`config.mk`:
```
export PLATFORM = sky130hd
export DESIGN_NAME = ring_fifo_or_four_slot_buffer
export DESIGN_NICKNAME = d
export VERILOG_FILES = /design/src/rfb_pkg.sv /design/src/rfb_ring.sv /design/src/rfb_slot.sv /design/src/ring_fifo_or_four_slot_buffer.sv
export SDC_FILE = /design/constraint.sdc
export NUM_CORES = 2
export LEC_CHECK = 0
export BUFFER_PORTS_ARGS = -buffer_cell sky130_fd_sc_hd__clkbuf_2
export CAP_MARGIN = 0
export CORE_UTILIZATION = 40
export CTS_BUF_LIST = sky130_fd_sc_hd__clkbuf_8
export DETAILED_ROUTE_END_ITERATION = 10
export HOLD_SLACK_MARGIN = 0.06
export SLEW_MARGIN = 10
export SYNTH_ARGS = -nofsm -noshare
export SYNTH_HDL_FRONTEND = slang
export SYNTH_MEMORY_MAX_BITS = 65536
export SYNTH_SLANG_ARGS = --single-unit
```
`constraint.sdc`:
```
create_clock -name clk -period 7.3 [get_ports clk]
set_clock_uncertainty 0.2 [all_clocks]
set_input_delay 1.095 -clock clk [delete_from_list [all_inputs] [get_ports clk]]
set_output_delay 1.095 -clock clk [all_outputs]
set_load 0.05 [all_outputs]
```
`src/rfb_pkg.sv`:
```
// shared types and codes for the ring fifo / four-slot buffer
package rfb_pkg;

  localparam int DATA_W = 64;
  localparam int SIZE_W = 7;

  localparam logic CMD_WRITE = 1'b0;
  localparam logic CMD_READ  = 1'b1;

  localparam logic [1:0] ST_DONE  = 2'd0;
  localparam logic [1:0] ST_EMPTY = 2'd1;
  localparam logic [1:0] ST_FULL  = 2'd2;

  localparam logic MODE_RING = 1'b0;
  localparam logic MODE_SLOT = 1'b1;

  localparam logic REG_MODE      = 1'b0;
  localparam logic REG_RING_SIZE = 1'b1;

  typedef struct packed {
    logic              cmd;
    logic [DATA_W-1:0] write_data;
  } cmd_beat_t;

  typedef struct packed {
    logic [DATA_W-1:0] read_data;
    logic [1:0]        status;
  } res_beat_t;

  typedef struct packed {
    logic req;
    logic is_read;
  } acc_t;

  typedef struct packed {
    logic [1:0] status;
    logic       mem_hit;
  } ring_rsp_t;

endpackage

```
`src/rfb_ring.sv`:
```
// ring fifo: index and count control plus the ring memory
module rfb_ring
  import rfb_pkg::*;
#(
  parameter int RING_DEPTH   = 64,
  parameter int PAYLOAD_BITS = 64
) (
  input  logic                    clk,
  input  logic                    rst,
  input  acc_t                    acc,
  input  logic [PAYLOAD_BITS-1:0] wdata,
  input  logic [SIZE_W-1:0]       size_cfg,
  output ring_rsp_t               rsp,
  output logic [PAYLOAD_BITS-1:0] rd_data
);

  localparam int IDX_W = (RING_DEPTH > 1) ? $clog2(RING_DEPTH) : 1;
  localparam int CNT_W = $clog2(RING_DEPTH + 1);
  localparam int SZ_W  = (CNT_W > SIZE_W) ? CNT_W : SIZE_W;

  logic [PAYLOAD_BITS-1:0] mem [RING_DEPTH];

  logic [IDX_W-1:0] write_index, write_index_next;
  logic [IDX_W-1:0] read_index, read_index_next;
  logic [CNT_W-1:0] entry_count, entry_count_next;

  logic [SZ_W-1:0]  size_wide;
  logic [CNT_W-1:0] size_use;
  logic [CNT_W-1:0] widx_inc, ridx_inc;
  logic             full, empty, do_wr, do_rd;

  assign size_wide = SZ_W'(size_cfg);

  always_comb begin
    if (size_cfg == '0) begin
      size_use = CNT_W'(1);
    end else if (size_wide > SZ_W'(RING_DEPTH)) begin
      size_use = CNT_W'(RING_DEPTH);
    end else begin
      size_use = CNT_W'(size_wide);
    end
  end

  assign full  = entry_count >= size_use;
  assign empty = entry_count == '0;
  assign do_wr = acc.req && !acc.is_read && !full;
  assign do_rd = acc.req && acc.is_read && !empty;

  assign widx_inc = CNT_W'(write_index) + CNT_W'(1);
  assign ridx_inc = CNT_W'(read_index) + CNT_W'(1);

  always_comb begin
    write_index_next = write_index;
    read_index_next  = read_index;
    entry_count_next = entry_count;
    if (do_wr) begin
      write_index_next = (widx_inc >= size_use) ? '0 : widx_inc[IDX_W-1:0];
      entry_count_next = entry_count + CNT_W'(1);
    end
    if (do_rd) begin
      read_index_next  = (ridx_inc >= size_use) ? '0 : ridx_inc[IDX_W-1:0];
      entry_count_next = entry_count - CNT_W'(1);
    end
  end

  always_comb begin
    rsp.status  = ST_DONE;
    rsp.mem_hit = do_rd;
    if (acc.req && acc.is_read && empty) begin
      rsp.status = ST_EMPTY;
    end else if (acc.req && !acc.is_read && full) begin
      rsp.status = ST_FULL;
    end
  end

  always_ff @(posedge clk) begin
    if (rst) begin
      write_index <= '0;
      read_index  <= '0;
      entry_count <= '0;
    end else begin
      write_index <= write_index_next;
      read_index  <= read_index_next;
      entry_count <= entry_count_next;
    end
  end

  always_ff @(posedge clk) begin
    if (do_wr) begin
      mem[write_index] <= wdata;
    end
    if (do_rd) begin
      rd_data <= mem[read_index];
    end
  end

  a_count_bound: assert property (@(posedge clk) disable iff (rst)
    entry_count <= CNT_W'(RING_DEPTH))
    else $error("ring count past depth");

  a_empty_hold: assert property (@(posedge clk) disable iff (rst)
    acc.req && acc.is_read && empty |=> entry_count == '0 && $stable(read_index))
    else $error("refused read moved ring state");

  a_write_count: assert property (@(posedge clk) disable iff (rst)
    do_wr |=> entry_count == CNT_W'($past(entry_count) + CNT_W'(1)))
    else $error("accepted write did not bump count");

endmodule

```
`src/rfb_slot.sv`:
```
// four-slot latest-value buffer: slot store and pair bookkeeping
module rfb_slot
  import rfb_pkg::*;
#(
  parameter int PAYLOAD_BITS = 64
) (
  input  logic                    clk,
  input  logic                    rst,
  input  acc_t                    acc,
  input  logic [PAYLOAD_BITS-1:0] wdata,
  output logic [PAYLOAD_BITS-1:0] rd_data
);

  logic [PAYLOAD_BITS-1:0] slot_store [4];
  logic                    latest_pair;
  logic                    reading_pair;
  logic [1:0]              pair_slot;

  logic       wr_pair, wr_slot;
  logic [1:0] rd_sel, wr_sel;

  assign rd_sel  = {latest_pair, pair_slot[latest_pair]};
  assign wr_pair = ~reading_pair;
  assign wr_slot = ~pair_slot[wr_pair];
  assign wr_sel  = {wr_pair, wr_slot};
  assign rd_data = slot_store[rd_sel];

  always_ff @(posedge clk) begin
    if (rst) begin
      for (int i = 0; i < 4; i++) begin
        slot_store[i] <= '0;
      end
      latest_pair  <= 1'b0;
      reading_pair <= 1'b0;
      pair_slot    <= '0;
    end else if (acc.req) begin
      if (acc.is_read) begin
        reading_pair <= latest_pair;
      end else begin
        slot_store[wr_sel]  <= wdata;
        pair_slot[wr_pair]  <= wr_slot;
        latest_pair         <= wr_pair;
      end
    end
  end

endmodule

```
`src/ring_fifo_or_four_slot_buffer.sv`:
```
// top level: ring fifo or four-slot buffer with config registers and output stage
//
//   channel   dir  handshake             payload
//   cmd       in   cmd_valid/cmd_stall   cmd_beat (cmd, write_data)
//   res       out  res_valid/res_stall   res_beat (read_data, status)
//   cfg       in   cfg_we                cfg_index, cfg_data
//
// one beat per cycle sustained while res_stall is low; each command gives one result
// once it is accepted, through the access stage and then the result register
// the ring memory is read at accept, its registered data joins in the access stage
// reset clears indices, counts, slot store, config registers and valid flags; ring memory is not cleared
// a stalled result holds; cmd_stall rises only when both stages are full
module ring_fifo_or_four_slot_buffer
  import rfb_pkg::*;
#(
  parameter int RING_DEPTH   = 64,
  parameter int PAYLOAD_BITS = 64
) (
  input  logic              clk,
  input  logic              rst,
  input  logic              cmd_valid,
  output logic              cmd_stall,
  input  cmd_beat_t         cmd_beat,
  output logic              res_valid,
  input  logic              res_stall,
  output res_beat_t         res_beat,
  input  logic              cfg_we,
  input  logic              cfg_index,
  input  logic [SIZE_W-1:0] cfg_data
);

  logic              mode;
  logic [SIZE_W-1:0] ring_size;

  logic                    accept, res_take, s1_move;
  logic [PAYLOAD_BITS-1:0] word;
  acc_t                    ring_acc, slot_acc;
  ring_rsp_t               ring_rsp;
  logic [PAYLOAD_BITS-1:0] ring_rd, slot_rd;

  logic                    s1_valid;
  logic [1:0]              s1_status;
  logic                    s1_mem;
  logic [PAYLOAD_BITS-1:0] s1_data;
  logic [DATA_W-1:0]       out_data;

  assign res_take  = !res_valid || !res_stall;
  assign s1_move   = s1_valid && res_take;
  assign cmd_stall = s1_valid && !res_take;
  assign accept    = cmd_valid && !cmd_stall;
  assign word      = cmd_beat.write_data[PAYLOAD_BITS-1:0];

  assign ring_acc.req     = accept && (mode == MODE_RING);
  assign ring_acc.is_read = cmd_beat.cmd == CMD_READ;
  assign slot_acc.req     = accept && (mode == MODE_SLOT);
  assign slot_acc.is_read = cmd_beat.cmd == CMD_READ;

  rfb_ring #(
    .RING_DEPTH  (RING_DEPTH),
    .PAYLOAD_BITS(PAYLOAD_BITS)
  ) u_ring (
    .clk     (clk),
    .rst     (rst),
    .acc     (ring_acc),
    .wdata   (word),
    .size_cfg(ring_size),
    .rsp     (ring_rsp),
    .rd_data (ring_rd)
  );

  rfb_slot #(
    .PAYLOAD_BITS(PAYLOAD_BITS)
  ) u_slot (
    .clk    (clk),
    .rst    (rst),
    .acc    (slot_acc),
    .wdata  (word),
    .rd_data(slot_rd)
  );

  always_ff @(posedge clk) begin
    if (rst) begin
      mode      <= MODE_RING;
      ring_size <= SIZE_W'(64);
    end else if (cfg_we) begin
      case (cfg_index)
        REG_MODE:      mode      <= cfg_data[0];
        REG_RING_SIZE: ring_size <= cfg_data;
        default:       mode      <= mode;
      endcase
    end
  end

  // access stage
  always_ff @(posedge clk) begin
    if (rst) begin
      s1_valid <= 1'b0;
    end else if (accept) begin
      s1_valid <= 1'b1;
    end else if (s1_move) begin
      s1_valid <= 1'b0;
    end
  end

  always_ff @(posedge clk) begin
    if (accept) begin
      if (mode == MODE_SLOT) begin
        s1_status <= ST_DONE;
        s1_mem    <= 1'b0;
        s1_data   <= (cmd_beat.cmd == CMD_READ) ? slot_rd : '0;
      end else begin
        s1_status <= ring_rsp.status;
        s1_mem    <= ring_rsp.mem_hit;
        s1_data   <= '0;
      end
    end
  end

  always_comb begin
    out_data = '0;
    out_data[PAYLOAD_BITS-1:0] = s1_mem ? ring_rd : s1_data;
  end

  // result register
  always_ff @(posedge clk) begin
    if (rst) begin
      res_valid <= 1'b0;
    end else if (res_take) begin
      res_valid <= s1_valid;
    end
  end

  always_ff @(posedge clk) begin
    if (s1_move) begin
      res_beat.read_data <= out_data;
      res_beat.status    <= s1_status;
    end
  end

endmodule
```
==> summary.txt <==
Type of origin of the critical path -> flop
Worst Path Max Fanout -> 23
Number of synthesized register bits -> 4582
First-pass GRT wire length -> 693000 um
Setup_tns -> 0 ps
Worst Tran Pin Value -> 1300 ps
Initial DRT Pass Iterations -> 6
Die area -> 0.441 mm^2
Starting Density -> 40.3%
Mapped Cells -> 7928
# nets final -> 8746
DR iter-0 viols -> 10981
Synth Area per Inst -> 22.1 um^2
Synth Flop Type -> edfxtp_1
Final hold slack -> 209 ps
Hold violation count in the final report -> 0
Commonest cells post-synth -> 4549 x edfxtp_1, 1024 x mux4_2, 306 x mux2i_1, 272 x clkbuf_1, 218 x nor2_1
Reg-to-reg slack, setup -> 1660 ps
Die Y -> 664 um
Synth Cell Area -> 0.175 mm^2
Setup violators final -> 0
TritonCTS clock tree -> done
Syn Nets -> 8035
Port Buffers -> 145
Fin area -> 0.198 mm^2
Clk root buf -> clkbuf_8
I/O Pins -> 146
Vias -> 87755
Longest Clk Path Bufs -> 4
VDD IR max -> 0.000172 V
Routed wire per std cell -> 33.4 um
Routed wire length -> 499000 um
DR vias/cell -> 5.88
Detail Placement HPWL -> 287000 um
Worst R2R Start -> ring_size[1]$_SDFFE_PP0P_
Tcrit/Tclk final -> 77.3%
Area Growth Syn to Fin -> 12.9%
Post-synth EDFFs -> 4549
RSZ-0062 raised after global routing -> no
CP max-delay cell -> nor2_4
Slew headroom -> 13.5%
Initial antenna violation count -> 30
Leading area contributor after synthesis -> edfxtp_1
Placed Area -> 0.185 mm^2
RD Place Congestion -> 0.816
Critical-path cell list -> nor3_1, a21oi_1, nor2_1, ha_1, nand2b_1, a31oi_1, o21a_1, nand2_1, or4b_1, nor2_4, buf_4
Hold Crit Class -> in2reg
Share of layout cells above drive strength 1 -> 26.9%
Sequential-to-total area share from yosys stat -> 78.3%
Data required time at the worst endpoint -> 7920 ps
Setup Buffers After CTS -> 0
Fin crit period -> 5650 ps
Buf+Inv Stages, Crit Path -> 1
R2r endpoint -> u_ring.mem[58][34]$_DFFE_PP_
Library cells used by synthesis -> 54
GRT Overall Usage -> 22.2%
Yosys warning count -> 0
Clock-pin slew on the worst setup and hold paths -> 70 ps
Endpoint class of the critical path -> flop
CTS Sinks -> 4582
Crit path depth -> 11
Post-synth top area share -> 77.9%
WP data arrival -> 6270 ps
CP top delay family -> simple AND/OR/NAND/NOR gates
CTS HTree Levels -> 6
Filler cells -> 36177
Vias in the first global route -> 89146
Status -> completed
Largest net degree at the start of global routing -> 136
R2r worst-path depth -> 11
Ys async rst share -> 0%
Total grt overflow -> 0
Max_cap viols -> 0
Highest Clock Rate -> 177 MHz
Final Max Tran Viols -> 0
Antenna-violating nets left -> 0
CP Class -> reg2reg
FP Rows -> 242
Cts bufs inserted -> 720
Worst-Skew Late Latency -> 1240 ps
Die width -> 664 um
CP max stage delay -> 1050 ps
Top-count cell post-synth -> edfxtp_1
Power per Cell Area -> 265 mW/mm^2
Worst Setup SP -> ring_size[1]$_SDFFE_PP0P_
DRC Markers -> 0
Core area -> 0.435 mm^2
Top area cells in the synthesized netlist -> edfxtp_1 78%, mux4_2 13%, mux2i_1 1.7%
Crit path capture -> u_ring.mem[58][34]$_DFFE_PP_
Leakage -> 61.8 nW
## logic make-up (layout without fill, tap and decap cells)
family | Yosys count | after routing | synth area share [%]
compound gates | 762 | 762 | 3.11
flops | 4582 | 4582 | 78.3
fa+ha+maj | 29 | 29 | 0.211
mux | 1394 | 1394 | 15.3
other cells | 0 | 7 | 0
simple gates | 600 | 600 | 1.65
xor+xnor | 13 | 13 | 0.0650
buf+inv | 548 | 1811 | 1.35
## worst reg2reg max path, stage by stage, from the launching register on
cell      delay [ps]
dfxtp_1          330
nor3_1           270
a21oi_1          120
nor2_1           260
ha_1             290
nand2b_1         160
a31oi_1          200
o21a_1           320
nand2_1          400
or4b_1          1040
nor2_4          1060
buf_4            550
## layout make-up
class | instances | area [um^2] | share of cell area (%)
antenna | 7 | 17.5 | 0.00885
clock buffer | 725 | 9980 | 5.04
clock inverter | 549 | 2880 | 1.46
inverter | 76 | 298 | 0.150
multi-input combinational | 2798 | 36300 | 18.3
sequential | 4582 | 137000 | 69.4
tap | 5734 | 7170 | 3.63
timing repair buffer | 461 | 3930 | 1.99
## through the flow
step	cells	util [%]	total power, W	worst slack (ps)
6_report	14932	45.4	0.0525	1660
5_1_grt	14927	45.4	0.0542	1470
4_1_cts	14925	45.4	0.0530	1700
3_5_place_dp	13629	42.4	0.0333	1770
3_3_place_gp	13628	42.4	0.0332	1720
2_1_floorplan	7928	-	0.0320	294
## state kept, by name (all words and copies together), names as in the netlist, 7 cells and up
signal and cells:
ring_size 7, u_slot.slot_store 256, res_beat 66, u_ring.rd_data 64, u_ring.entry_count 7, s1_data 64
u_ring.mem 4096
## layout by cell type, fill, tap and decap left out, types with 65 or more instances in the layout
master / netlist / layout
clkinv_1: 1 / 190
nor2_4: 0 / 65
clkbuf_2: 0 / 113
a21oi_1: 87 / 87
nand2_1: 108 / 102
nor2_1: 218 / 152
mux4_2: 1024 / 1024
nor2b_1: 89 / 88
mux2i_1: 306 / 306
edfxtp_1: 4549 / 4549
clkbuf_8: 0 / 725
a221oi_1: 128 / 128
buf_4: 32 / 246
o21ai_1: 67 / 67
inv_1: 74 / 315
o221ai_1: 86 / 86
a211oi_1: 192 / 191
o21ai_0: 111 / 110
## report_power, final
| part | switching [W] | internal, W | total [W] |
|---|---|---|---|
| Clock | 0.0101 | 0.00970 | 0.0198 |
| Sequential | 0.0000976 | 0.0292 | 0.0293 |
| Combinational | 0.00202 | 0.00140 | 0.00342 |
## how the worst min path moves through the flow
stage	start	end	slack (ps)	cells past startpoint
2_1_floorplan	s1_status[0]$_SDFFCE_PP0N_	res_beat[0]$_DFFE_PP_	200	0
3_3_place_gp	s1_status[0]$_SDFFCE_PP0N_	res_beat[0]$_DFFE_PP_	210	0
3_5_place_dp	s1_status[1]$_SDFFCE_PP0N_	res_beat[1]$_DFFE_PP_	210	0
4_1_cts	cfg_we	ring_size[2]$_SDFFE_PP0P_	70	4
5_1_grt	cfg_we	ring_size[0]$_SDFFE_PP0P_	200	4
6_report	cfg_we	ring_size[0]$_SDFFE_PP0P_	210	4
## metal layers
| layer | up-vias | routed length (um) | GRT usage (%) |
|---|---|---|---|
| li1 | 35047 | - | - |
| met1 | 47254 | 197000 | 30.4 |
| met2 | 4629 | 243000 | 36.4 |
| met3 | 819 | 41500 | 3.69 |
| met4 | 6 | 16800 | 7.33 |
| met5 | - | 35 | 0 |
## timing repair
action | 4_1_cts | 5_1_grt
hold buffers | 22 | 0
gates resized for setup | 0 | 0
endpoints found under the hold margin | 33 | 0
Power figures use the tool's default switching activity.
